## src/hdl/ps2m_pkg.sv

```systemverilog
`timescale 1ns / 1ps
`default_nettype none
// ----------------------------------------------------------------------------
// ps2m_pkg
// Shared types and constants for the ps/2 mouse packet decoder.
// ----------------------------------------------------------------------------
package ps2m_pkg;

    localparam int unsigned CoordW   = 12;
    localparam int unsigned DeltaW   = 9;
    localparam int unsigned ButtonW  = 3;
    localparam int unsigned InDataW  = 32;
    localparam int unsigned OutDataW = 48;
    localparam int unsigned CfgIdxW  = 1;

    // register indexes of the configuration port
    localparam logic [CfgIdxW-1:0] CFG_MAX_X = 1'b0;
    localparam logic [CfgIdxW-1:0] CFG_MAX_Y = 1'b1;

    // input kinds carried in tuser
    localparam logic ACT_RX_BYTE = 1'b0;
    localparam logic ACT_SET_POS = 1'b1;

    // first byte bit positions
    localparam int unsigned SYNC_BIT   = 3;
    localparam int unsigned X_SIGN_BIT = 4;
    localparam int unsigned Y_SIGN_BIT = 5;

    // bytes dropped while waiting for a packet start
    localparam logic [7:0] BYTE_ACK    = 8'hFA;
    localparam logic [7:0] BYTE_RESEND = 8'hFE;
    localparam logic [7:0] BYTE_ERROR  = 8'hFF;

    localparam logic [CoordW-1:0] MAX_X_RESET    = 12'd799;
    localparam logic [CoordW-1:0] MAX_Y_RESET    = 12'd599;
    localparam logic [CoordW-1:0] CURSOR_X_RESET = 12'd400;
    localparam logic [CoordW-1:0] CURSOR_Y_RESET = 12'd300;

    typedef enum logic [1:0] {
        PKT_WAIT_FIRST  = 2'd0,
        PKT_WAIT_SECOND = 2'd1,
        PKT_WAIT_THIRD  = 2'd2
    } t_pkt_state;

    typedef struct packed {
        logic [ButtonW-1:0]       buttons;
        logic signed [DeltaW-1:0] delta_y;
        logic signed [DeltaW-1:0] delta_x;
        logic [CoordW-1:0]        pos_y;
        logic [CoordW-1:0]        pos_x;
    } t_result;

    // clamp a signed position into 0..limit
    function automatic logic [CoordW-1:0] clamp_pos(
        input logic signed [CoordW+1:0] v,
        input logic [CoordW-1:0]        limit
    );
        logic [CoordW-1:0] res;
        if (v[CoordW+1]) begin
            res = '0;
        end else if (v[CoordW:0] > {1'b0, limit}) begin
            res = limit;
        end else begin
            res = v[CoordW-1:0];
        end
        return res;
    endfunction

endpackage : ps2m_pkg
`default_nettype wire

```

## src/hdl/ps2_mouse_packet_decoder.sv

```systemverilog
`timescale 1ns / 1ps
`default_nettype none
// ----------------------------------------------------------------------------
// ps2_mouse_packet_decoder
// Assembles ps/2 mouse bytes into three-byte packets and tracks a cursor.
//
// Input stream: s_axis_tuser selects the kind (0 = mouse byte, 1 = set
// cursor position), s_axis_tdata carries the byte and the new position.
// Every mouse byte that completes a packet gives one transaction on the
// output stream with the clamped cursor, the deltas and the buttons; other
// bytes and set-position items give none.
// Each result is registered (output register, or skid register on stall).
// One item is taken every cycle while s_axis_tready is high: the cursor
// and packet state update in the accepting cycle, so a dependent item may
// follow directly. Results sit in an output register backed by one skid
// register; while the receiver stalls, input keeps flowing until the skid
// register is also full, then s_axis_tready drops until the receiver takes a result.
// Reset puts max_x/max_y to 799/599, the cursor to 400/300, empties both
// result registers and waits for a packet start byte.
// The configuration port writes max_x (index 0) or max_y (index 1).
// ----------------------------------------------------------------------------
module ps2_mouse_packet_decoder (
    input  wire logic                             i_clk,
    input  wire logic                             i_rst_n,
    // slave stream
    input  wire logic                             s_axis_tvalid,
    output logic                                  s_axis_tready,
    // rx_byte[7:0], set_x[19:8], set_y[31:20]
    input  wire logic [ps2m_pkg::InDataW-1:0]     s_axis_tdata,
    // action[0]
    input  wire logic                             s_axis_tuser,
    // master stream
    output logic                                  m_axis_tvalid,
    input  wire logic                             m_axis_tready,
    // pos_x[11:0], pos_y[23:12], delta_x[32:24], delta_y[41:33],
    // buttons[44:42], zero[47:45]
    output logic [ps2m_pkg::OutDataW-1:0]         m_axis_tdata,
    // configuration
    input  wire logic                             i_cfg_we,
    input  wire logic [ps2m_pkg::CfgIdxW-1:0]     i_cfg_idx,
    input  wire logic [ps2m_pkg::CoordW-1:0]      i_cfg_data
);
    import ps2m_pkg::*;

    t_pkt_state r_state, n_state;
    logic [7:0]        r_first, n_first;
    logic [7:0]        r_second, n_second;
    logic [CoordW-1:0] r_cursor_x, n_cursor_x;
    logic [CoordW-1:0] r_cursor_y, n_cursor_y;
    logic [CoordW-1:0] r_max_x, r_max_y;

    t_result r_out, r_skid;
    logic    r_out_valid, r_skid_valid;

    logic              in_accept;
    logic              in_action;
    logic [7:0]        in_byte;
    logic [CoordW-1:0] in_set_x, in_set_y;
    logic              res_valid;
    t_result           res;

    logic signed [DeltaW-1:0]   dx, dy;
    logic signed [CoordW+1:0]   sum_x, sum_y;

    assign in_action = s_axis_tuser;
    assign in_byte   = s_axis_tdata[7:0];
    assign in_set_x  = s_axis_tdata[19:8];
    assign in_set_y  = s_axis_tdata[31:20];

    assign s_axis_tready = !r_skid_valid;
    assign in_accept     = s_axis_tvalid && s_axis_tready;

    assign dx    = {r_first[X_SIGN_BIT], r_second};
    assign dy    = {r_first[Y_SIGN_BIT], in_byte};
    assign sum_x = $signed({2'b00, r_cursor_x}) + (CoordW+2)'(dx);
    assign sum_y = $signed({2'b00, r_cursor_y}) - (CoordW+2)'(dy);

    // packet assembly and cursor update
    always_comb begin
        n_state    = r_state;
        n_first    = r_first;
        n_second   = r_second;
        n_cursor_x = r_cursor_x;
        n_cursor_y = r_cursor_y;
        res_valid  = 1'b0;
        res        = '{buttons: r_first[ButtonW-1:0], delta_y: dy, delta_x: dx,
                       pos_y: clamp_pos(sum_y, r_max_y),
                       pos_x: clamp_pos(sum_x, r_max_x)};
        if (in_accept) begin
            if (in_action == ACT_SET_POS) begin
                n_cursor_x = in_set_x;
                n_cursor_y = in_set_y;
            end else begin
                unique case (r_state)
                    PKT_WAIT_SECOND: begin
                        n_second = in_byte;
                        n_state  = PKT_WAIT_THIRD;
                    end
                    PKT_WAIT_THIRD: begin
                        n_state    = PKT_WAIT_FIRST;
                        n_cursor_x = res.pos_x;
                        n_cursor_y = res.pos_y;
                        res_valid  = 1'b1;
                    end
                    default: begin
                        if (in_byte != BYTE_ACK && in_byte != BYTE_RESEND &&
                            in_byte != BYTE_ERROR && in_byte[SYNC_BIT]) begin
                            n_first = in_byte;
                            n_state = PKT_WAIT_SECOND;
                        end
                    end
                endcase
            end
        end
    end

    always_ff @(posedge i_clk) begin
        if (!i_rst_n) begin
            r_state    <= PKT_WAIT_FIRST;
            r_first    <= '0;
            r_second   <= '0;
            r_cursor_x <= CURSOR_X_RESET;
            r_cursor_y <= CURSOR_Y_RESET;
        end else begin
            r_state    <= n_state;
            r_first    <= n_first;
            r_second   <= n_second;
            r_cursor_x <= n_cursor_x;
            r_cursor_y <= n_cursor_y;
        end
    end

    always_ff @(posedge i_clk) begin
        if (!i_rst_n) begin
            r_max_x <= MAX_X_RESET;
            r_max_y <= MAX_Y_RESET;
        end else if (i_cfg_we) begin
            unique case (i_cfg_idx)
                CFG_MAX_X: r_max_x <= i_cfg_data;
                CFG_MAX_Y: r_max_y <= i_cfg_data;
                default:   ;
            endcase
        end
    end

    // output register with skid register
    always_ff @(posedge i_clk) begin
        if (!i_rst_n) begin
            r_out_valid  <= 1'b0;
            r_skid_valid <= 1'b0;
        end else begin
            if (r_skid_valid) begin
                if (m_axis_tready) begin
                    r_skid_valid <= 1'b0;
                end
            end else if (res_valid) begin
                if (r_out_valid && !m_axis_tready) begin
                    r_skid_valid <= 1'b1;
                end else begin
                    r_out_valid <= 1'b1;
                end
            end else if (m_axis_tready) begin
                r_out_valid <= 1'b0;
            end
        end
    end

    always_ff @(posedge i_clk) begin
        if (r_skid_valid) begin
            if (m_axis_tready) begin
                r_out <= r_skid;
            end
        end else if (res_valid) begin
            if (r_out_valid && !m_axis_tready) begin
                r_skid <= res;
            end else begin
                r_out <= res;
            end
        end
    end

    assign m_axis_tvalid = r_out_valid;
    assign m_axis_tdata  = {(OutDataW - $bits(t_result))'(0), r_out};

    // checks
    a_skid_needs_out: assert property (@(posedge i_clk) disable iff (!i_rst_n)
        r_skid_valid |-> r_out_valid)
        else $error("skid register holds a result while output register is empty");

    a_packet_gives_result: assert property (@(posedge i_clk) disable iff (!i_rst_n)
        (in_accept && in_action == ACT_RX_BYTE && r_state == PKT_WAIT_THIRD)
        |=> (m_axis_tvalid && r_state == PKT_WAIT_FIRST))
        else $error("completed packet produced no result");

    a_cursor_clamped: assert property (@(posedge i_clk) disable iff (!i_rst_n)
        (in_accept && in_action == ACT_RX_BYTE && r_state == PKT_WAIT_THIRD && !i_cfg_we)
        |=> (r_cursor_x <= r_max_x && r_cursor_y <= r_max_y))
        else $error("cursor outside limits after packet");

    a_set_keeps_state: assert property (@(posedge i_clk) disable iff (!i_rst_n)
        (in_accept && in_action == ACT_SET_POS) |=> (r_state == $past(r_state)))
        else $error("set position changed packet position");

endmodule : ps2_mouse_packet_decoder
`default_nettype wire

```

## config.mk

```make
export PLATFORM = sky130hd
export DESIGN_NAME = ps2_mouse_packet_decoder
export DESIGN_NICKNAME = d
export VERILOG_FILES = /design/src/hdl/ps2m_pkg.sv /design/src/hdl/ps2_mouse_packet_decoder.sv
export SDC_FILE = /design/constraint.sdc
export NUM_CORES = 1
export LEC_CHECK = 0
export ABC_AREA = 1
export BUFFER_PORTS_ARGS = -buffer_cell sky130_fd_sc_hd__buf_2
export CAP_MARGIN = 25
export CORE_MARGIN = 2
export CORE_UTILIZATION = 53
export CTS_BUF_LIST = sky130_fd_sc_hd__clkbuf_16
export DETAILED_ROUTE_END_ITERATION = 10
export PLACE_DENSITY = 0.79
export SLEW_MARGIN = 10
export SYNTH_ARGS = -nofsm -noshare
export SYNTH_HDL_FRONTEND = slang
export SYNTH_SLANG_ARGS = --single-unit
```

## constraint.sdc

```tcl
create_clock -name i_clk -period 4.2 [get_ports i_clk]
set_input_delay 0 -clock i_clk [delete_from_list [all_inputs] [get_ports i_clk]]
set_output_delay 0 -clock i_clk [all_outputs]
set_load 0.03 [all_outputs]
```

==> summary.txt, run 1 <==
Cells and area
  – Nets: 1,230
  – Layout cells sized above 1: 16.52%
  – Non-filler cells, final: 1,354
  – P&R area growth vs syn: 20.26%
  – Antenna Diode Count: 0
  – Most common cell after layout, fill and taps aside: nand2_1
  – Filler instances: 1,334
  – Commonest cells after routing, fill and taps aside: 244 x nand2_1, 128 x inv_1, 97 x buf_2

Worst setup path
  – CP max FO: 15
  – Most used cell, CP: nand2_1
  – Worst path arrival time: 4.25 ns
  – R2r endpoint: m_axis_tdata[4]$_DFFE_PP_
  – Critical Path End Type: flip-flop
  – Path depth of the worst reg2reg path: 21
  – R2r setup slk: 0.25 ns
  – CP Cell Sequence: ha_1, inv_1, fa_1, inv_1, nand3_1, nand2_1, nand2_2, o21ai_2, xor2_1, ha_1, a21oi_1, o21ai_0, a21oi_1, nand2_1, nand2_2, nand3_4, nand2_1, nand2_1, nor2_4, nand2_1, nand2_1
  – Reg2reg start: r_second[0]$_SDFFE_PN0P_
  – Critical Path RT: 4.50 ns
  – Largest stage delay, worst path: 0.40 ns
  – WS Path Type: flip-flop to flip-flop
  – Startpoint type of the worst setup path: flip-flop
  – Slowest-stage cell, CP: dfxtp_1

Job
  – Max-Cap Viols: 0

Power and ir drop
  – Power per cell area: 431.3 nW/um^2
  – Lkg Pwr: 4.638 nW
  – Peak VDD IR: 0.2921 mV

Timing
  – RSZ-0062 raised after global routing: false
  – Final worst path period need: 3.948 ns
  – Fmax: 0.2533 GHz
  – Final period util: 94.00%
  – Final hold vios: 0
  – Max-slew violations: 0
  – Setup-failing EPs final: 0
  – Tightest Pin Transition: 0.9167 ns
  – Post-route setup TNS: 0 ns
  – Worst slew margin: 38.84%
  – Layout Skew: 0.007076 ns

Placed design
  – Global placement routability congestion: 0.9646
  – DP HPWL: 15,500 um
  – Inst Count DP: 1,280
  – # port buffers: 97

Floorplanning
  – I/O pins: 101
  – Die width: 130.4 um
  – Die Height: 130.4 um
  – Die ar.: 16,990 sq um
  – Num rows: 46
  – Initial Util: 53.66%
  – Core ar.: 15,770 sq um

Routing
  – Pre-antenna DRT Iters: 7
  – Final WL: 22,060 um
  – Drc violations: 0
  – Violation count after the first detailed-route iteration: 589
  – Routed Antenna Nets: 0
  – Via Count: 7,230
  – Vias/cell: 5.340
  – WL per Instance: 16.29 um

Clocking
  – Number of buffers created by CTS: 17
  – Skew-Pair Late Insertion Delay: 0.43 ns
  – Cts hold-fix bufs: 42
  – Clock transition at the registers of the reported paths: 0.06 ns
  – # resized after CTS: 0
  – CTS tree: done
  – Root buffer cell: clkbuf_16
  – CTS HTree Levels: 4
  – CTS sink count: 155
  – Post-CTS Setup Bufs: 0
  – CTS Buffer Depth: 2

Yosys
  – Post-synth EDFFs: 90
  – Cell count after synthesis: 995
  – #FFs+latches synth: 155
  – Adder-Cell Fraction of Synth Area: 8.162%
  – Yosys warns: 0
  – Post-synthesis simple-gate area fraction: 21.68%
  – Mux cell area share after synthesis: 0%
  – Combinational family with the most area after synthesis: simple AND/OR/NAND/NOR gates
  – Synth Area in XOR/XNOR: 2.055%
  – Synth Area in Compound Gates: 12.83%
  – Top_reg_cell synth: edfxtp_1
  – Post-Syn Area: 8462 sq um
  – Fraction of the yosys area taken by sequential cells: 47.32%
  – Mean post-synth cell area: 8.504 sq um
  – Yosys cell types: 47
  – Asr flop ratio synth: 0%

Global route
  – Largest net degree at the start of global routing: 82
  – Initial antenna violation count: 0
  – Vias in the first global route: 6,682
  – First-pass GRT wire length: 34,720 um
  – GRT Overall Usage: 26.91%
  – Total grt overflow: 0

Min path
  – Hold path depth: 5
  – Hold Crit Endpoint: r_cursor_y[10]$_SDFFE_PN0P_
  – Hold Path Origin: s_axis_tdata[30]
  – Min-delay worst type: input pin to flip-flop

Outcome
  – Outcome: complete, no violations
==> sequential cells by signal (all words and copies together) (netlist names) <==
name,cells
m_axis_tdata,45
m_axis_tvalid,1
r_cursor_x,12
r_cursor_y,12
r_first,5
r_max_x,12
r_max_y,12
r_second,8
r_skid,45
r_skid_valid,1
r_state,2
==> worst max-delay path by stage <==
stage                                         from                        end  depth (start not counted)
after floorplan            r_skid_valid$_SDFF_PN0_  m_axis_tdata[0]$_DFFE_PP_                          6
after global placement    r_second[0]$_SDFFE_PN0P_  m_axis_tdata[7]$_DFFE_PP_                         21
after detailed placement  r_second[0]$_SDFFE_PN0P_  m_axis_tdata[4]$_DFFE_PP_                         21
after CTS                 r_second[0]$_SDFFE_PN0P_  m_axis_tdata[4]$_DFFE_PP_                         21
after global routing      r_second[0]$_SDFFE_PN0P_  m_axis_tdata[0]$_DFFE_PP_                         19
final                     r_second[0]$_SDFFE_PN0P_  m_axis_tdata[4]$_DFFE_PP_                         21
==> layout make-up <==
cell class	instances	area, sq um	area share, %
clock buffer	17	425.4	4.181
clock inverter	15	190.2	1.869
sequential	155	4005	39.36
multi-input combinational	675	3830	37.64
inverter	131	491.7	4.832
timing repair buffer	145	963.4	9.468
tap	216	270.3	2.656
==> worst max-delay path: cells and delay by family (launching register included) <==
| kind | cells | cell delay [ns] |
|---|---|---|
| AOI/OAI and AO/OA | 4 | 0.58 |
| and+or+nand+nor | 11 | 1.33 |
| buffers and inverters | 2 | 0.18 |
| xor gates and xnor gates | 1 | 0.39 |
| DFF | 1 | 0.40 |
| adders and majority gates | 3 | 0.89 |
==> cell usage after synthesis (all sizes together), types with 14 or more instances <==
cell,n,area share [%]
ha,52,7.7
nor2,81,4.1
edfxtp,90,32
a21oi,81,5.4
xor2,16,1.7
o211ai,14,1.4
nand3,52,4.0
clkbuf,24,1.1
nand2,256,12
inv,129,5.7
dfxtp,65,15
o21ai,79,4.8
==> logic make-up after synthesis <==
family | after synthesis
other | 1
xor gates and xnor gates | 19
adders and majority gates | 54
AOI/OAI and AO/OA | 189
and+or+nand+nor | 410
buffers and inverters | 167
DFF | 155
==> power breakdown <==
part	total (mW)	leakage, nW	switching, mW	internal (mW)
clock network	1.62	0.309	0.665	0.950
registers	1.73	1.35	0.0252	1.70
logic	1.05	2.98	0.692	0.355
==> metrics by stage <==
stage                     cell area [sq um]  setup WS [ns]  power (mW)  hold slack [ns]  utilization [%]
after floorplan                        8474         0.7474       2.511          0.09887                -
after global routing                  10180        0.01043       4.582          0.02194            64.53
final                                 10180         0.2521       4.389         0.006091            64.53
after global placement                 9120         0.3914       2.719           0.2069            57.83
after CTS                             10180         0.3158       4.385         0.001752            64.53
after detailed placement               9140         0.3305       2.749           0.2122            57.96
==> layer usage <==
metal / vias up / part of all wire (%) / track usage, %
met3: 36 / 7.2 / 5.289
met2: 308 / 44 / 41.36
li1: 3543 / - / -
met5: - / 0 / 0
met1: 3343 / 46 / 38.26
met4: 0 / 2.0 / 9.449
Note: power is estimated with default switching activity, not from simulation.
==> run 2, diff against run 1 <==
==> constraint.sdc (replaced) <==
create_clock -name i_clk -period 4.2 [get_ports i_clk]
set_input_delay 0.21 -clock i_clk [delete_from_list [all_inputs] [get_ports i_clk]]
set_output_delay 0.21 -clock i_clk [all_outputs]
set_load 0.03 [all_outputs]
==> run 2 against run 1 <==
  * Routed wire length shrank 4.8%
  * Flip-flop and latch count is the same
  * Fmax grew 0.33%
  * Non-clock buffer count shrank 34
  * Cell count shrank 2.5%
  * Core utilization shrank 2.5 points
  * Clock-buffer cell count is the same
  * Critical path type is now input pin to flip-flop
==> summary.txt, run 2 (synthesis gave the netlist of run 1 again) <==
Power and ir drop
  – Share of power burned in registers: 41.0% (+1.7 points)
  – Lkg Pwr: 4.462 nW (-3.8%)
  – Peak VDD IR: 0.3039 mV (+4.1%)
  – Pint: 2.865 mW (-4.7%)
  – Net Sw Frac: 31.98% (+0.48 points)
  – Logic gate share of total power: 24.7% (+0.8 points)
  – Switching pwr: 1.347 mW (-2.6%)
  – Clock power share: 34.3% (-2.5 points)
  – Power per cell area: 430.6 nW/um^2 (-0.16%)

Cells and area
  – FF+latch area: 4005 sq um (unchanged)
  – Layout cells sized above 1: 17.12% (+0.60 points)
  – Most common cell after layout, fill and taps aside: nand2_1
  – Nets: 1,196 (-2.8%)
  – Antenna Diode Count: 0 (unchanged)
  – P&R area growth vs syn: 15.58%
  – Filler instances: 1,399 (+4.9%)
  – Commonest cells after routing, fill and taps aside: 244 x nand2_1, 129 x inv_1, 97 x buf_2
  – Multi-input logic area: 3847 sq um (+0.46%)
  – Post-Layout Inst Area: 9781 sq um (-3.9%)

Worst setup path
  – Critical Path Source: s_axis_tdata[2]
  – CP Cell Sequence: dlygate4sd3_1, buf_2, inv_1, ha_1, a21oi_1, nand2_1, a21boi_2, o21ai_0, xor2_1, inv_1, ha_1, nand2_1, o21ai_0, a21oi_1, o211ai_4, nand2_4, inv_1, nand2_1, nand3_1, o21ai_0
  – Largest stage delay, worst path: 0.53 ns (+0.13 ns)
  – Worst setup endpoint: m_axis_tdata[15]$_DFFE_PP_
  – R2r endpoint: m_axis_tdata[4]$_DFFE_PP_
  – Family with the most delay on the worst path: compound AO/OA/AOI/OAI gates
  – Worst path arrival time: 4.08 ns (-0.17 ns)
  – Startpoint type of the worst setup path: input pin
  – Critical Path Stages: 20 (-4.8%)
  – CP max FO: 13 (-2)
  – Critical Path End Type: flip-flop
  – WP buf/inv: 5 (+3)
  – Reg2reg start: r_second[0]$_SDFFE_PN0P_
  – WS Path Type: input pin to flip-flop
  – Path depth of the worst reg2reg path: 22 (+4.8%)
  – Slowest-stage cell, CP: dlygate4sd3_1
  – Critical Path RT: 4.34 ns (-0.16 ns)
  – R2r setup slk: 0.40 ns (+0.15 ns)

Placed design
  – # port buffers: 97 (unchanged)
  – DP HPWL: 15,380 um (-0.80%)
  – Dpl cell area: 9135 sq um (about the same)
  – Global placement routability congestion: 0.9474 (-1.8%)
  – Place WS: 0.2855 ns (-0.04501 ns)

Clocking
  – Number of buffers created by CTS: 17 (unchanged)
  – Clock transition at the registers of the reported paths: 0.06 ns (about the same)
  – CTS tree: done
  – Skew-Pair Late Insertion Delay: 0.43 ns (about the same)
  – CTS sink count: 155 (unchanged)
  – CTS HTree Levels: 4 (unchanged)
  – CTS Buffer Depth: 2 (unchanged)
  – Root buffer cell: clkbuf_16

Global route
  – Initial antenna violation count: 0 (unchanged)
  – Vias in the first global route: 6,353 (-4.9%)
  – Largest net degree at the start of global routing: 82 (unchanged)
  – GRT Overall Usage: 25.67% (-1.2 points)
  – First-pass GRT wire length: 33,300 um (-4.1%)
  – Total grt overflow: 0 (unchanged)

Routing
  – Violation count after the first detailed-route iteration: 580 (-1.5%)
  – WL per Instance: 15.91 um (-2.4%)
  – Pre-antenna DRT Iters: 5 (-2)
  – Vias/cell: 5.298 (-0.77%)
  – Routed Antenna Nets: 0 (unchanged)
  – Drc violations: 0 (unchanged)
  – Final WL: 21,000 um (-4.8%)
  – Via Count: 6,994 (-3.3%)

Min path
  – Min-delay worst type: input pin to flip-flop

Timing
  – Max-slew violations: 0 (unchanged)
  – Final worst path period need: 3.935 ns (-0.01315 ns)
  – Layout Skew: 0.008491 ns (+0.001415 ns)
  – Fmax: 0.2541 GHz (+0.33%)
  – Tightest Pin Transition: 0.8647 ns (-0.05202 ns)
  – RSZ-0062 raised after global routing: false
  – Min setup slack post-route: 0.2652 ns (+0.01315 ns)
  – Final hold vios: 0 (unchanged)
  – Setup-failing EPs final: 0 (unchanged)
  – Worst slew margin: 42.31% (+3.5 points)
  – Post-route setup TNS: 0 ns (unchanged)
  – Final period util: 93.69% (-0.31 points)
  – Worst hold margin: 0.01236 ns (+0.006269 ns)

Floorplanning
  – Die ar.: 16,990 sq um (unchanged)
  – Die Height: 130.4 um (unchanged)
  – Num rows: 46 (unchanged)
  – Core ar.: 15,770 sq um (unchanged)
  – Die width: 130.4 um (unchanged)
  – I/O pins: 101 (unchanged)
  – Initial Util: 53.66% (unchanged)

Outcome
  – Outcome: complete, no violations

Job
  – Max-Cap Viols: 0 (unchanged)
==> run 2: cell types whose count changed in the layout (fill, tap and decap cells not counted), sizes merged <==
cell	previous run	this run
bufinv	3	1
clkinv	9	11
dlygate4sd3	42	5
buf	103	106
inv	134	133
clkinvlp	0	1
==> run 2: power by group through the flow <==
stage | Clock, mW | Sequential [mW] | Combinational (mW)
after floorplan | 0 | 1.76 | 0.755
after detailed placement | 0 | 1.76 | 0.986
after global placement | 0 | 1.76 | 0.959
after CTS | 1.46 | 1.73 | 1.00
after global routing | 1.51 | 1.73 | 1.17
final | 1.44 | 1.73 | 1.04
==> run 2: worst min path at each step <==
| stage | slack [ns] | from | to | cells after the start |
|---|---|---|---|---|
| floorplan | 0.31 | s_axis_tdata[0] | r_skid[33]$_DFFE_PP_ | 0 |
| global placement | 0.41 | r_first[0]$_SDFFE_PN0P_ | r_skid[42]$_DFFE_PP_ | 0 |
| detailed placement | 0.41 | r_first[2]$_SDFFE_PN0P_ | r_skid[44]$_DFFE_PP_ | 0 |
| CTS | 0.005 | i_cfg_data[2] | r_max_x[2]$_SDFFE_PN1P_ | 3 |
| global route | 0.02 | s_axis_tdata[4] | r_skid[37]$_DFFE_PP_ | 1 |
| finish | 0.01 | i_cfg_data[2] | r_max_x[2]$_SDFFE_PN1P_ | 3 |
==> run 2: timing repair <==
item / in CTS / in global routing
setup buffers: 0 / 2
setup endpoints to repair: 0 / 31
hold buffers: 5 / 0
hold endpoints to repair: 5 / 0
gates resized for setup: 0 / 3
==> run 2: worst min-delay path: cells and delay by family <==
family | cells | cell delay [ns]
compound gates | 1 | 0.06
simple gates | 1 | 0.05
buf+inv | 1 | 0.09
==> run 2: per-layer routing <==
layer,vias to the layer above,global-route usage (%),wire length [um]
met1,3226,38.91,10200
met5,-,0,0
met2,262,37.20,8941
met3,35,4.469,1399
met4,0,8.698,452
li1,3471,-,-
==> run 2: final cells by class <==
| class | count | area share, % |
|---|---|---|
| Inverter | 131 | 5.028 |
| Tap cell | 216 | 2.763 |
| Multi-Input combinational cell | 675 | 39.34 |
| Clock inverter | 15 | 1.279 |
| Clock buffer | 17 | 4.349 |
| Sequential cell | 155 | 40.95 |
| Timing Repair Buffer | 111 | 6.294 |
==> run 2: stage by stage <==
| stage | util (%) | power [mW] | cells |
|---|---|---|---|
| after global placement | 57.93 | 2.716 | 1281 |
| after floorplan | - | 2.511 | 997 |
| after global routing | 62.02 | 4.413 | 1320 |
| after detailed placement | 57.93 | 2.744 | 1281 |
| after CTS | 61.73 | 4.187 | 1318 |
| final | 62.02 | 4.212 | 1320 |
